**src/rtl/core/pfb_pkg.sv**
```systemverilog
// Shared types, codes and defaults of the page framebuffer draw engine.
`default_nettype none
package pfb_pkg;

  localparam int COLUMNS_DEF = 128;
  localparam int ROWS_DEF    = 64;
  localparam int CFG_IDX_W   = 3;
  localparam int CFG_DATA_W  = 7;

  typedef enum logic [2:0] {
    CMD_WRITE = 3'd0,
    CMD_VLINE = 3'd1,
    CMD_BOX   = 3'd2,
    CMD_CLEAR = 3'd3,
    CMD_READ  = 3'd4
  } cmd_e;

  typedef enum logic [CFG_IDX_W-1:0] {
    CFG_WIN_START_X = 3'd0,
    CFG_WIN_START_Y = 3'd1,
    CFG_WIN_W       = 3'd2,
    CFG_WIN_H       = 3'd3,
    CFG_DRAW_MODE   = 3'd4
  } cfg_idx_e;

  typedef enum logic [1:0] {
    MODE_OR   = 2'd0,
    MODE_CLR  = 2'd1,
    MODE_XOR  = 2'd2,
    MODE_KEEP = 2'd3
  } mode_e;

  typedef struct packed {
    logic load;
    logic rej_set;
    logic box_init;
    logic box_step;
    logic line_load;
    logic line_step;
    logic put_calc;
    logic rd_a;
    logic wr_a;
    logic rd_b;
    logic wr_b;
    logic rd_issue;
    logic rd_capture;
    logic clr_wr;
    logic out_load;
  } ctl_t;

  typedef struct packed {
    cmd_e cmd;
    logic box_bad;
    logic box_empty;
    logic box_last;
    logic line_rej;
    logic line_empty;
    logic rem_more;
    logic put_bad;
    logic read_ok;
    logic clr_last;
    logic out_free;
  } sts_t;

endpackage
`default_nettype wire

```
**src/rtl/core/pfb_ctrl.sv**
```systemverilog
// Command sequencer of the page framebuffer draw engine.
`default_nettype none
module pfb_ctrl (
  input  wire logic          clk_i,
  input  wire logic          rst_ni,
  input  wire logic          in_valid_i,
  output logic               in_ready_o,
  input  wire pfb_pkg::sts_t sts_i,
  output pfb_pkg::ctl_t      ctl_o
);
  import pfb_pkg::*;

  typedef enum logic [14:0] {
    S_INIT     = 15'b000000000000001,
    S_IDLE     = 15'b000000000000010,
    S_DECODE   = 15'b000000000000100,
    S_LINE_SET = 15'b000000000001000,
    S_PUT_SET  = 15'b000000000010000,
    S_RD_A     = 15'b000000000100000,
    S_WR_A     = 15'b000000001000000,
    S_RD_B     = 15'b000000010000000,
    S_WR_B     = 15'b000000100000000,
    S_LINE_NXT = 15'b000001000000000,
    S_BOX_NXT  = 15'b000010000000000,
    S_CLR      = 15'b000100000000000,
    S_RD_RAM   = 15'b001000000000000,
    S_RD_DATA  = 15'b010000000000000,
    S_RESP     = 15'b100000000000000
  } state_e;

  state_e state_q, state_d;

  assign in_ready_o = (state_q == S_IDLE);

  always_comb begin
    state_d = state_q;
    ctl_o   = '0;
    case (state_q)
      S_INIT: begin
        ctl_o.clr_wr = 1'b1;
        if (sts_i.clr_last) begin
          state_d = S_IDLE;
        end
      end
      S_IDLE: begin
        if (in_valid_i) begin
          ctl_o.load = 1'b1;
          state_d    = S_DECODE;
        end
      end
      S_DECODE: begin
        case (sts_i.cmd)
          CMD_WRITE: state_d = S_PUT_SET;
          CMD_VLINE: state_d = S_LINE_SET;
          CMD_BOX: begin
            if (sts_i.box_bad) begin
              ctl_o.rej_set = 1'b1;
              state_d       = S_RESP;
            end else if (sts_i.box_empty) begin
              state_d = S_RESP;
            end else begin
              ctl_o.box_init = 1'b1;
              state_d        = S_LINE_SET;
            end
          end
          CMD_CLEAR: state_d = S_CLR;
          CMD_READ: begin
            if (sts_i.read_ok) begin
              state_d = S_RD_RAM;
            end else begin
              ctl_o.rej_set = 1'b1;
              state_d       = S_RESP;
            end
          end
          default: begin
            ctl_o.rej_set = 1'b1;
            state_d       = S_RESP;
          end
        endcase
      end
      S_LINE_SET: begin
        if (sts_i.line_rej || sts_i.line_empty) begin
          ctl_o.rej_set = sts_i.line_rej && (sts_i.cmd == CMD_VLINE);
          state_d       = (sts_i.cmd == CMD_BOX) ? S_BOX_NXT : S_RESP;
        end else begin
          ctl_o.line_load = 1'b1;
          state_d         = S_PUT_SET;
        end
      end
      S_PUT_SET: begin
        if (sts_i.put_bad) begin
          ctl_o.rej_set = (sts_i.cmd == CMD_WRITE);
          state_d       = (sts_i.cmd == CMD_WRITE) ? S_RESP : S_LINE_NXT;
        end else begin
          ctl_o.put_calc = 1'b1;
          state_d        = S_RD_A;
        end
      end
      S_RD_A: begin
        ctl_o.rd_a = 1'b1;
        state_d    = S_WR_A;
      end
      S_WR_A: begin
        ctl_o.wr_a = 1'b1;
        state_d    = S_RD_B;
      end
      S_RD_B: begin
        ctl_o.rd_b = 1'b1;
        state_d    = S_WR_B;
      end
      S_WR_B: begin
        ctl_o.wr_b = 1'b1;
        state_d    = (sts_i.cmd == CMD_WRITE) ? S_RESP : S_LINE_NXT;
      end
      S_LINE_NXT: begin
        if (sts_i.rem_more) begin
          ctl_o.line_step = 1'b1;
          state_d         = S_PUT_SET;
        end else begin
          state_d = (sts_i.cmd == CMD_BOX) ? S_BOX_NXT : S_RESP;
        end
      end
      S_BOX_NXT: begin
        if (sts_i.box_last) begin
          state_d = S_RESP;
        end else begin
          ctl_o.box_step = 1'b1;
          state_d        = S_LINE_SET;
        end
      end
      S_CLR: begin
        ctl_o.clr_wr = 1'b1;
        if (sts_i.clr_last) begin
          state_d = S_RESP;
        end
      end
      S_RD_RAM: begin
        ctl_o.rd_issue = 1'b1;
        state_d        = S_RD_DATA;
      end
      S_RD_DATA: begin
        ctl_o.rd_capture = 1'b1;
        state_d          = S_RESP;
      end
      S_RESP: begin
        if (sts_i.out_free) begin
          ctl_o.out_load = 1'b1;
          state_d        = S_IDLE;
        end
      end
      default: state_d = S_IDLE;
    endcase
  end

  always_ff @(posedge clk_i or negedge rst_ni) begin
    if (!rst_ni) begin
      state_q <= S_INIT;
    end else begin
      state_q <= state_d;
    end
  end

endmodule
`default_nettype wire

```
**config.mk**
```make
export PLATFORM = sky130hd
export DESIGN_NAME = pfb_ctrl
export DESIGN_NICKNAME = d
export VERILOG_FILES = /design/src/rtl/core/pfb_pkg.sv /design/src/rtl/core/pfb_ctrl.sv
export SDC_FILE = /design/constraint.sdc
export NUM_CORES = 1
export LEC_CHECK = 0
export ABC_AREA = 1
export BUFFER_PORTS_ARGS = -buffer_cell sky130_fd_sc_hd__buf_2
export CAP_MARGIN = 20
export CORE_AREA = 2 2 51 53
export CTS_CLUSTER_DIAMETER = 100
export DETAILED_ROUTE_END_ITERATION = 10
export DIE_AREA = 0 0 53 55
export PLACE_DENSITY_LB_ADDON = 0.2
export SLEW_MARGIN = 20
export SYNTH_ARGS = -nofsm -noshare
export SYNTH_HDL_FRONTEND = slang
export SYNTH_SLANG_ARGS = --single-unit
export TNS_END_PERCENT = 10
```
**constraint.sdc**
```tcl
create_clock -name clk_i -period 3.7 [get_ports clk_i]
set_input_delay 0 -clock clk_i [delete_from_list [all_inputs] [get_ports clk_i]]
set_output_delay 0 -clock clk_i [all_outputs]
set_load 0.02 [all_outputs]
```
==> summary.txt, run 1 <==
WHS - -0.004639 ns
Rel. slew slack - 76.96%
Pwr Density - 392.6 mW/mm²
Setup bufs post-CTS - 0
Die Y-Extent - 55 µm
CTS HTree Levels - 1
Starting Density - 53.17%
Total Neg Setup Slack - 0 ns
Synth-to-Final Area Change - 20.30%
FF+latch count, synth - 15
First-pass DRT Iterations - 4
Largest net degree at the start of global routing - 16
Max FFs per register - 15
Share of cells above drive strength 1 - 29.31%
All-Layer GR Usage - 23.47%
Yosys top cell area share - 27.86%
GPL Wtd Cong - 0.8979
Syn Inst Count - 193
Synth Flop Type - dfrtp_1
DR WL/cell - 11.10 µm
Final Max Tran Viols - 0
Final Setup Violations - 0
Number of buffers created by CTS - 3
Maximum root-to-sink buffer count - 2
# port buffers - 31
Post-synthesis net count - 209
Synth area leader - dfrtp_1
Routed WL - 2.909 mm
Crit share post-route - 51.12%
Leak - 0.9170 nW
Overflow after GRT - 0
CTS tree - yes
Yosys warns - 0
Setup CP Type - flop to primary output
Worst vdd ir - 0.2329 mV
Register area share after synthesis - 29.95%
Clk_lat worst skew - 0.29 ns
Number of antenna diodes - 0
Clock transition at path regs - 0.09 ns
Hold Startpoint - sts_i[0]
Most frequent cell after synthesis - nand2_1
Post-Syn Area per Cell - 6.515 µm²
Worst-Margin Slew - 0.3457 ns
Final hold violation count - 1
Largest regs - state_q: 15 flops
Synth cell count leaders - 44 x nand2_1, 38 x nor2_1, 31 x inv_1, 14 x dfrtp_1, 12 x nand3_1
Post-detailed-placement half-perimeter wirelength - 2.354 mm
Nets - 249
Min cycle time layout - 1.891 ns
Register Area - 376.6 µm²
Failing checks - hold timing
F_max - 528.7 MHz
RSZ-0062 raised after global routing - false
Top cells by area, synth - dfrtp_1 28%, nand2_1 13%, nor2_1 11%
Crit. End Element - primary output
Crit path max fanout - 11
Clk sinks - 15
Core area - 0.002365 mm²
Post-synth EDFFs - 0
Vias in the first global route - 1219
Die X - 53 µm
Yosys cell types - 30
Via count - 1268
Clk_skew - 0.002060 ns
Vias per Instance - 4.840
DIE AREA - 0.002915 mm²
Critical Path RT - 3.70 ns
Antenna violations before repair - 0
Maxcap violations - 0
Status - finished with violations
First-pass GRT wire length - 4.961 mm
Final Instance Area - 0.001513 mm²
Multi-input gate area - 710.7 µm²
Routed Antenna Nets - 0
DRC violations left - 0
Total Power - 0.5939 mW
Post-synth ARST share - 100.0%
CP Launch Type - flop
CP Launch Point - state_q[8]
Root Driver - clkbuf_4
Crit path DAT - 1.89 ns
Synth Cell Area - 0.001257 mm²
Post-DP Area - 0.001416 mm²
Fill count - 234
FP Rows - 18
Top reg by flops - state_q
IO Pins - 32
DRT iter0 DRCs - 25
Worst Hold Class - input port to flop
Reg2reg start - state_q[6]
[final timing paths]
kind	to	slack [ns]	depth (start not counted)
setup / recovery	ctl_o[12]	1.81	8
hold / removal	state_q[14]	-0.005	4
setup reg to reg	state_q[1]	2.06	10
hold reg to reg	state_q[13]	0.61	3
max in group asynchronous	state_q[0]	3.27	2
min in group asynchronous	state_q[2]	0.14	2
[what timing repair did]
action / in CTS / in global routing
hold endpoints to repair: 21 / 0
hold buffers: 7 / 0
gates resized for setup: 0 / 0
[worst max-delay path, stage by stage (launching register included)]
cell,delay [ns]
dfrtp_1,0.41
nor2_2,0.16
nand2_2,0.11
nor2_4,0.26
inv_2,0.12
nor3_4,0.18
inv_2,0.07
nor3_2,0.10
buf_2,0.18
[logic make-up after synthesis]
logic type | count (synthesis) | synth area share (%)
and+or+nand+nor | 128 | 50.55
AOI/OAI and AO/OA | 11 | 5.971
buffers and inverters | 39 | 13.53
DFF | 15 | 29.95
[through the flow]
stage	hold WS [ns]	setup WS [ns]	utilization [%]	instances
after global routing	0.01681	1.636	63.97	262
after CTS	0.0004788	1.797	63.97	262
after detailed placement	-0.07247	2.077	59.89	251
final	-0.004639	1.809	63.97	262
after floorplan	-0.2956	2.212	-	193
after global placement	-0.08137	2.100	59.89	251
[routing by layer]
layer,up-vias,GRT usage (%),wire length (µm)
li1,678,-,-
met2,47,42.92,1416
met5,-,0,0
met3,5,3.495,171
met1,538,27.67,1278
met4,0,9.402,42
[cell usage in the layout, fill, tap and decap left out, types with 2 or more instances in the layout]
master / count
buf_2: 31
clkbuf_4: 3
dfrtp_1: 14
dlygate4sd3_1: 7
inv_1: 31
inv_2: 4
nand2_1: 44
nand2_2: 5
nand2_4: 3
nand3_1: 12
nand3_2: 5
nor2_1: 38
nor2_2: 8
nor2_4: 2
nor3_1: 6
nor3_2: 2
o21ai_0: 3
[area by class of cell]
cell class / instances / share of cell area [%]
Clock buffer: 4 / 1.737
Inverter: 36 / 9.016
Multi-Input combinational cell: 139 / 46.98
Sequential cell: 15 / 24.90
Tap cell: 30 / 2.481
Timing Repair Buffer: 38 / 14.89
[power breakdown]
part           switching, mW  total, mW  internal (mW)
clock network         0.0561     0.0980         0.0419
logic                  0.207      0.300         0.0936
registers             0.0149      0.196          0.181
total                  0.278      0.594          0.316
No activity file was read; power rests on OpenSTA's default activity.
==> inputs of run 2 (changes only) <==
--- a/config.mk
+++ b/config.mk
@@ -5,13 +5,13 @@
 export SDC_FILE = /design/constraint.sdc
 export NUM_CORES = 1
 export LEC_CHECK = 0
-export ABC_AREA = 1
+export ABC_AREA = 0
 export BUFFER_PORTS_ARGS = -buffer_cell sky130_fd_sc_hd__buf_2
 export CAP_MARGIN = 20
-export CORE_AREA = 2 2 51 53
+export CORE_AREA = 2 2 52 54
 export CTS_CLUSTER_DIAMETER = 100
 export DETAILED_ROUTE_END_ITERATION = 10
-export DIE_AREA = 0 0 53 55
+export DIE_AREA = 0 0 54 56
 export PLACE_DENSITY_LB_ADDON = 0.2
 export SLEW_MARGIN = 20
 export SYNTH_ARGS = -nofsm -noshare
==> constraint.sdc (replaced) <==
create_clock -name clk_i -period 1.9 [get_ports clk_i]
set_input_delay 0 -clock clk_i [delete_from_list [all_inputs] [get_ports clk_i]]
set_output_delay 0 -clock clk_i [all_outputs]
set_load 0.02 [all_outputs]
==> run 2 against run 1 <==
Worst setup slack got worse by 2.0 ns. The flow finishes with violations (setup timing). Sequential share of layout area fell by 4.5 points. Utilization grew 13 points. Design area grew 24%. Critical path type unchanged. Sequential cell count stayed put. Power up 140%. Via count increased by 18%. First-iteration DRC count is 120% higher. Global-route usage rose by 4.8 points. Critical path depth unchanged.
==> summary.txt, run 2 <==
Vias per Instance - 6.181
Post-synth ARST share - 100.0%
Vias in the first global route - 1399
Number of buffers created by CTS - 3
Largest regs - state_q: 15 flops
Post-detailed-placement half-perimeter wirelength - 2.761 mm
Worst Hold Class - input port to flop
Clk sinks - 15
Yosys warns - 0
Clock transition at path regs - 0.10 ns
R2R Setup Slk - -0.04 ns
Crit path DAT - 2.05 ns
Largest net degree at the start of global routing - 16
Yosys top cell area share - 27.59%
CTS tree - yes
FF+latch count, synth - 15
Pwr Density - 767.4 mW/mm²
Synth-to-Final Area Change - 47.59%
GPL Wtd Cong - 0.8911
First-pass DRT Iterations - 4
Syn Inst Count - 151
WL met1 - 1.642 mm
RSZ-0062 raised after global routing - true
DRC violations left - 0
Core area - 0.002432 mm²
Total Power - 1.438 mW
Commonest non-fill, non-tap cells in the layout - 38 x buf_4, 20 x buf_2, 13 x nor2_1
Crit share post-route - 107.8%
Rel. slew slack - 61.37%
Multi-input gate area - 898.4 µm²
Final Setup Violations - 8
Met2 WL - 2.156 mm
Overflow after GRT - 0
Maxcap violations - 0
DIE AREA - 0.003024 mm²
Synth Cell Area - 0.001270 mm²
Clk pwr share - 14.2%
DRT iter0 DRCs - 54
Top sig layer - met4
Synth Flop Type - dfrtp_1
Top cells by area, synth - dfrtp_1 28%, nor4b_1 6.2%, nor2_1 4.1%
Yosys cell types - 49
Clk_skew - 0.002217 ns
WHS - 0.02523 ns
IO Pins - 32
CTS HTree Levels - 1
Worst-Margin Slew - 0.5780 ns
Share of cells above drive strength 1 - 48.36%
Min cycle time layout - 2.048 ns
Sw Pwr - 0.6262 mW
Critical Path RT - 1.90 ns
Setup CP Type - flop to primary output
DR WL/cell - 17.09 µm
Routed Antenna Nets - 0
Register Area - 382.9 µm²
Starting Density - 52.21%
Comb pwr share - 57.7%
Via count - 1502
F_max - 488.4 MHz
Routed WL - 4.153 mm
Maximum root-to-sink buffer count - 2
Switching Share - 43.54%
Post-Syn Area per Cell - 8.410 µm²
Worst vdd ir - 0.6077 mV
Final hold violation count - 0
All-Layer GR Usage - 28.27%
Leak - 0.8873 nW
Synth cell count leaders - 14 x dfrtp_1, 14 x nor2_1, 9 x nor3_1, 9 x nor4b_1
Pint - 0.8121 mW
# port buffers - 31
Fill count - 166
Status - finished with violations
Top reg by flops - state_q
Register area share after synthesis - 29.66%
Root Driver - clkbuf_4
First-pass GRT wire length - 6.299 mm
Part of the power in registers - 28.1%
Commonest non-fill, non-tap cell in the layout - buf_4
Number of antenna diodes - 0
Post-synthesis net count - 167
Antenna violations before repair - 0
CP Launch Type - flop
Crit. End Element - primary output
Post-synth EDFFs - 0
Final Max Tran Viols - 0
Worst setup margin - -0.1475 ns
Die X - 54 µm
FP Rows - 18
Failing checks - setup timing
Nets - 230
Max FFs per register - 15
Synth area leader - dfrtp_1
Die Y-Extent - 56 µm
Crit path max fanout - 4
Clk_lat worst skew - 0.30 ns
DR WL met3 - 216 µm
[run 2: cell families (layout without fill, tap and decap cells)]
logic type,count (synthesis),count (layout),synth area share (%)
DFF,15,15,29.66
and+or+nand+nor,89,89,46.50
buffers and inverters,16,78,6.305
AOI/OAI and AO/OA,26,26,14.09
xor gates and xnor gates,5,5,3.448
[run 2: timing repair]
action | 4_1_cts | 5_1_grt
setup endpoints to repair | 7 | 18
pin swaps | 3 | 4
gates resized for setup | 18 | 21
buffers inserted | 8 | 1
hold buffers | 6 | 0
endpoints found under the hold margin | 19 | 0
[run 2: final cells by class]
class,instances,share of cell area (%)
Inverter,4,0.8011
Timing Repair Buffer,70,27.37
Tap cell,30,2.003
Multi-Input combinational cell,120,47.93
Clock inverter,1,0.2670
Clock buffer,3,1.202
Sequential cell,15,20.43
[run 2: worst max-delay path, stage by stage, from the launching register on]
cell and delay (ns):
dfrtp_1 0.43, nor4_4 0.36, buf_4 0.19, nand4_1 0.12
buf_6 0.16, a211oi_2 0.16, nor2_1 0.06, o21ai_1 0.09
buf_4 0.16
[run 2: final timing paths]
path                            startpoint  depth (start not counted)           to
min in group asynchronous           rst_ni                          2   state_q[1]
max in group asynchronous           rst_ni                          2   state_q[0]
worst max register to register  state_q[6]                          7  state_q[14]
worst min register to register  state_q[7]                          2   state_q[7]
worst min-delay path             sts_i[12]                          2  state_q[12]
worst max-delay path            state_q[8]                          8    ctl_o[13]
[run 2: per-stage QoR]
stage | util, % | std cells | TNS, ns | worst slack [ns] | cell area, µm²
after detailed placement | 65.12 | 224 | -0.04210 | -0.04210 | 1584
final | 77.06 | 243 | -0.4713 | -0.1475 | 1874
after global placement | 65.12 | 224 | 0 | 0.06015 | 1584
after CTS | 73.87 | 242 | -0.2964 | -0.08419 | 1797
after global routing | 77.06 | 243 | -1.549 | -0.2679 | 1874
after floorplan | - | 151 | -0.01875 | -0.01875 | 1276
[run 2: per-layer routing]
layer | vias up | GRT usage (%)
li1 | 695 | -
met1 | 730 | 35.19
met2 | 62 | 47.74
met3 | 15 | 2.151
met4 | 0 | 13.21
met5 | - | 0
[run 2: power groups by stage]
stage	clock, mW	sequential (mW)	combinational (mW)
after floorplan	0	0.391	0.434
after global placement	0	0.401	0.656
after detailed placement	0	0.405	0.672
after CTS	0.203	0.401	0.766
after global routing	0.219	0.410	0.899
final	0.204	0.405	0.829
==> inputs of run 3 (changes only) <==
--- a/config.mk
+++ b/config.mk
@@ -12,6 +12,7 @@
 export CTS_CLUSTER_DIAMETER = 100
 export DETAILED_ROUTE_END_ITERATION = 10
 export DIE_AREA = 0 0 54 56
+export MAX_ROUTING_LAYER = met4
 export PLACE_DENSITY_LB_ADDON = 0.2
 export SLEW_MARGIN = 20
 export SYNTH_ARGS = -nofsm -noshare
==> run 3 against run 2 <==
Worst setup slack better by 0.022 ns. First-iteration DRC count stayed put. Critical path type unchanged. Clock skew hardly changed. The flow still finishes with violations (setup timing). Register-to-register slack worse by 0.05 ns. Design area is 0.40% higher. Largest cell class unchanged. Routed wire length is 0.51% higher. Sequential share of layout area is 0.081 points lower. Non-clock buffer count is 1 higher. Global-route usage is 0.80 points higher. Worst hold slack better by 0.0065 ns. Count of clock-buffer cells in the layout stayed put.
==> summary.txt, run 3 (synthesis gave the netlist of run 2 again) <==
CTS tree - yes
Antenna violations before repair - 0
Maxcap violations - 0
Worst Hold Path EP - state_q[12]
Crit share post-route - 106.6%
Worst Hold Class - input port to flop
Top reg by flops - state_q
Largest net degree at the start of global routing - 16
DRC violations left - 0
DIE AREA - 0.003024 mm²
Final Setup Violations - 8
CP delay by family, top - simple AND/OR/NAND/NOR gates
Maximum root-to-sink buffer count - 2
Via count - 1521
Largest regs - state_q: 15 flops
CTS HTree Levels - 1
Leak - 0.8928 nW
Post-detailed-placement half-perimeter wirelength - 2.761 mm
Worst-Margin Slew - 0.6240 ns
Place WS - -0.04210 ns
Routed Antenna Nets - 0
Crit-path max cell delay - 0.43 ns
Crit. End Element - primary output
Fill count - 164
Max FFs per register - 15
Vias per Instance - 6.234
Number of buffers created by CTS - 3
Critical Path RT - 1.90 ns
Commonest non-fill, non-tap cells in the layout - 39 x buf_4, 20 x buf_2, 13 x nor2_1
# port buffers - 31
Pint - 0.8118 mW
Failing checks - setup timing
Total Neg Setup Slack - -0.5069 ns
Die Y-Extent - 56 µm
Core area - 0.002432 mm²
Die X - 54 µm
Crit path DAT - 2.03 ns
First-pass DRT Iterations - 4
Rel. slew slack - 58.30%
WHS - 0.03170 ns
Most used cell, CP - buf_4
All-Layer GR Usage - 29.07%
Clock transition at path regs - 0.10 ns
Vias in the first global route - 1397
GPL Wtd Cong - 0.9061
Starting Density - 52.21%
Synth-to-Final Area Change - 48.18%
Slowest CP cell - dfrtp_1
Comb pwr share - 57.9%
Total Power - 1.437 mW
Reg2reg start - state_q[0]
Cells on worst reg2reg path - 7
Clk_skew - 0.002501 ns
Hold path depth - 2
Part of the power in registers - 28.2%
Buffers plus inverters on the worst setup path - 3
Hold Startpoint - sts_i[12]
Worst setup margin - -0.1258 ns
Number of cells on the critical path - 8
Commonest non-fill, non-tap cell in the layout - buf_4
RSZ-0062 raised after global routing - true
CP Launch Type - flop
Routed WL - 4.174 mm
Nets - 231
IO Pins - 32
Overflow after GRT - 0
Min cycle time layout - 2.026 ns
R2R Setup Slk - -0.09 ns
Status - finished with violations
DR WL/cell - 17.11 µm
Final hold violation count - 0
Pwr Density - 763.6 mW/mm²
Switching Share - 43.50%
F_max - 493.6 MHz
Root Driver - clkbuf_4
Share of cells above drive strength 1 - 48.60%
Number of antenna diodes - 0
First-pass GRT wire length - 6.306 mm
DRT iter0 DRCs - 54
Worst r2r dst - state_q[14]
Clk sinks - 15
Crit path max fanout - 4
Setup CP Type - flop to primary output
Placed cells - 224
CP Cell Sequence - nor4_4, buf_4, nand4_1, buf_6, a211oi_2, nor2_1, o21ai_1, buf_4
Final Max Tran Viols - 0
Non-Filler Instances - 244
Clk_lat worst skew - 0.30 ns
FP Rows - 18
Worst vdd ir - 0.6046 mV
Sw Pwr - 0.6252 mW
Clk pwr share - 14.0%
[run 3: final cells by class]
class                   instances  area, µm²  area share, %
repair buffers                 71      520.5          27.66
multi-input cells             120      898.4          47.74
well taps                      30      37.54          1.995
clock inverters                 1      5.005         0.2660
flip-flops and latches         15      382.9          20.35
clock buffers                   3      22.52          1.197
inverters                       4      15.01         0.7979
[run 3: worst max-delay path by stage]
| stage | from | end |
|---|---|---|
| global route | state_q[11] | ctl_o[13] |
| floorplan | state_q[5] | ctl_o[12] |
| finish | state_q[8] | ctl_o[13] |
| global placement | state_q[11] | state_q[14] |
| CTS | state_q[10] | ctl_o[13] |
| detailed placement | state_q[13] | state_q[14] |
[run 3: power groups by stage]
| stage | Sequential (mW) | Clock, mW | Combinational, mW |
|---|---|---|---|
| after floorplan | 0.391 | 0 | 0.434 |
| after global placement | 0.401 | 0 | 0.656 |
| after detailed placement | 0.405 | 0 | 0.672 |
| after CTS | 0.401 | 0.203 | 0.766 |
| after global routing | 0.410 | 0.219 | 0.897 |
| final | 0.405 | 0.201 | 0.831 |
[run 3: through the flow]
step	utilization [%]	cell area, µm²
after detailed placement	65.12	1584
final	77.37	1882
after global routing	77.37	1882
after CTS	73.87	1797
after global placement	65.12	1584
after floorplan	-	1276
[run 3: routing by layer]
metal | vias to the layer above | wire (µm) | GRT usage (%)
met3 | 18 | 260 | 1.882
met5 | - | 0 | -
met2 | 77 | 2190 | 47.74
li1 | 695 | - | -
met1 | 731 | 1575 | 35.52
met4 | 0 | 147 | 13.21
[run 3: repair_timing]
| item | in CTS | in global routing |
|---|---|---|
| endpoints found under the hold margin | 19 | 0 |
| pin swaps | 3 | 5 |
| endpoints found under the setup margin | 7 | 18 |
| buffers inserted | 8 | 2 |
| hold buffers | 6 | 0 |
| resized for setup | 18 | 21 |
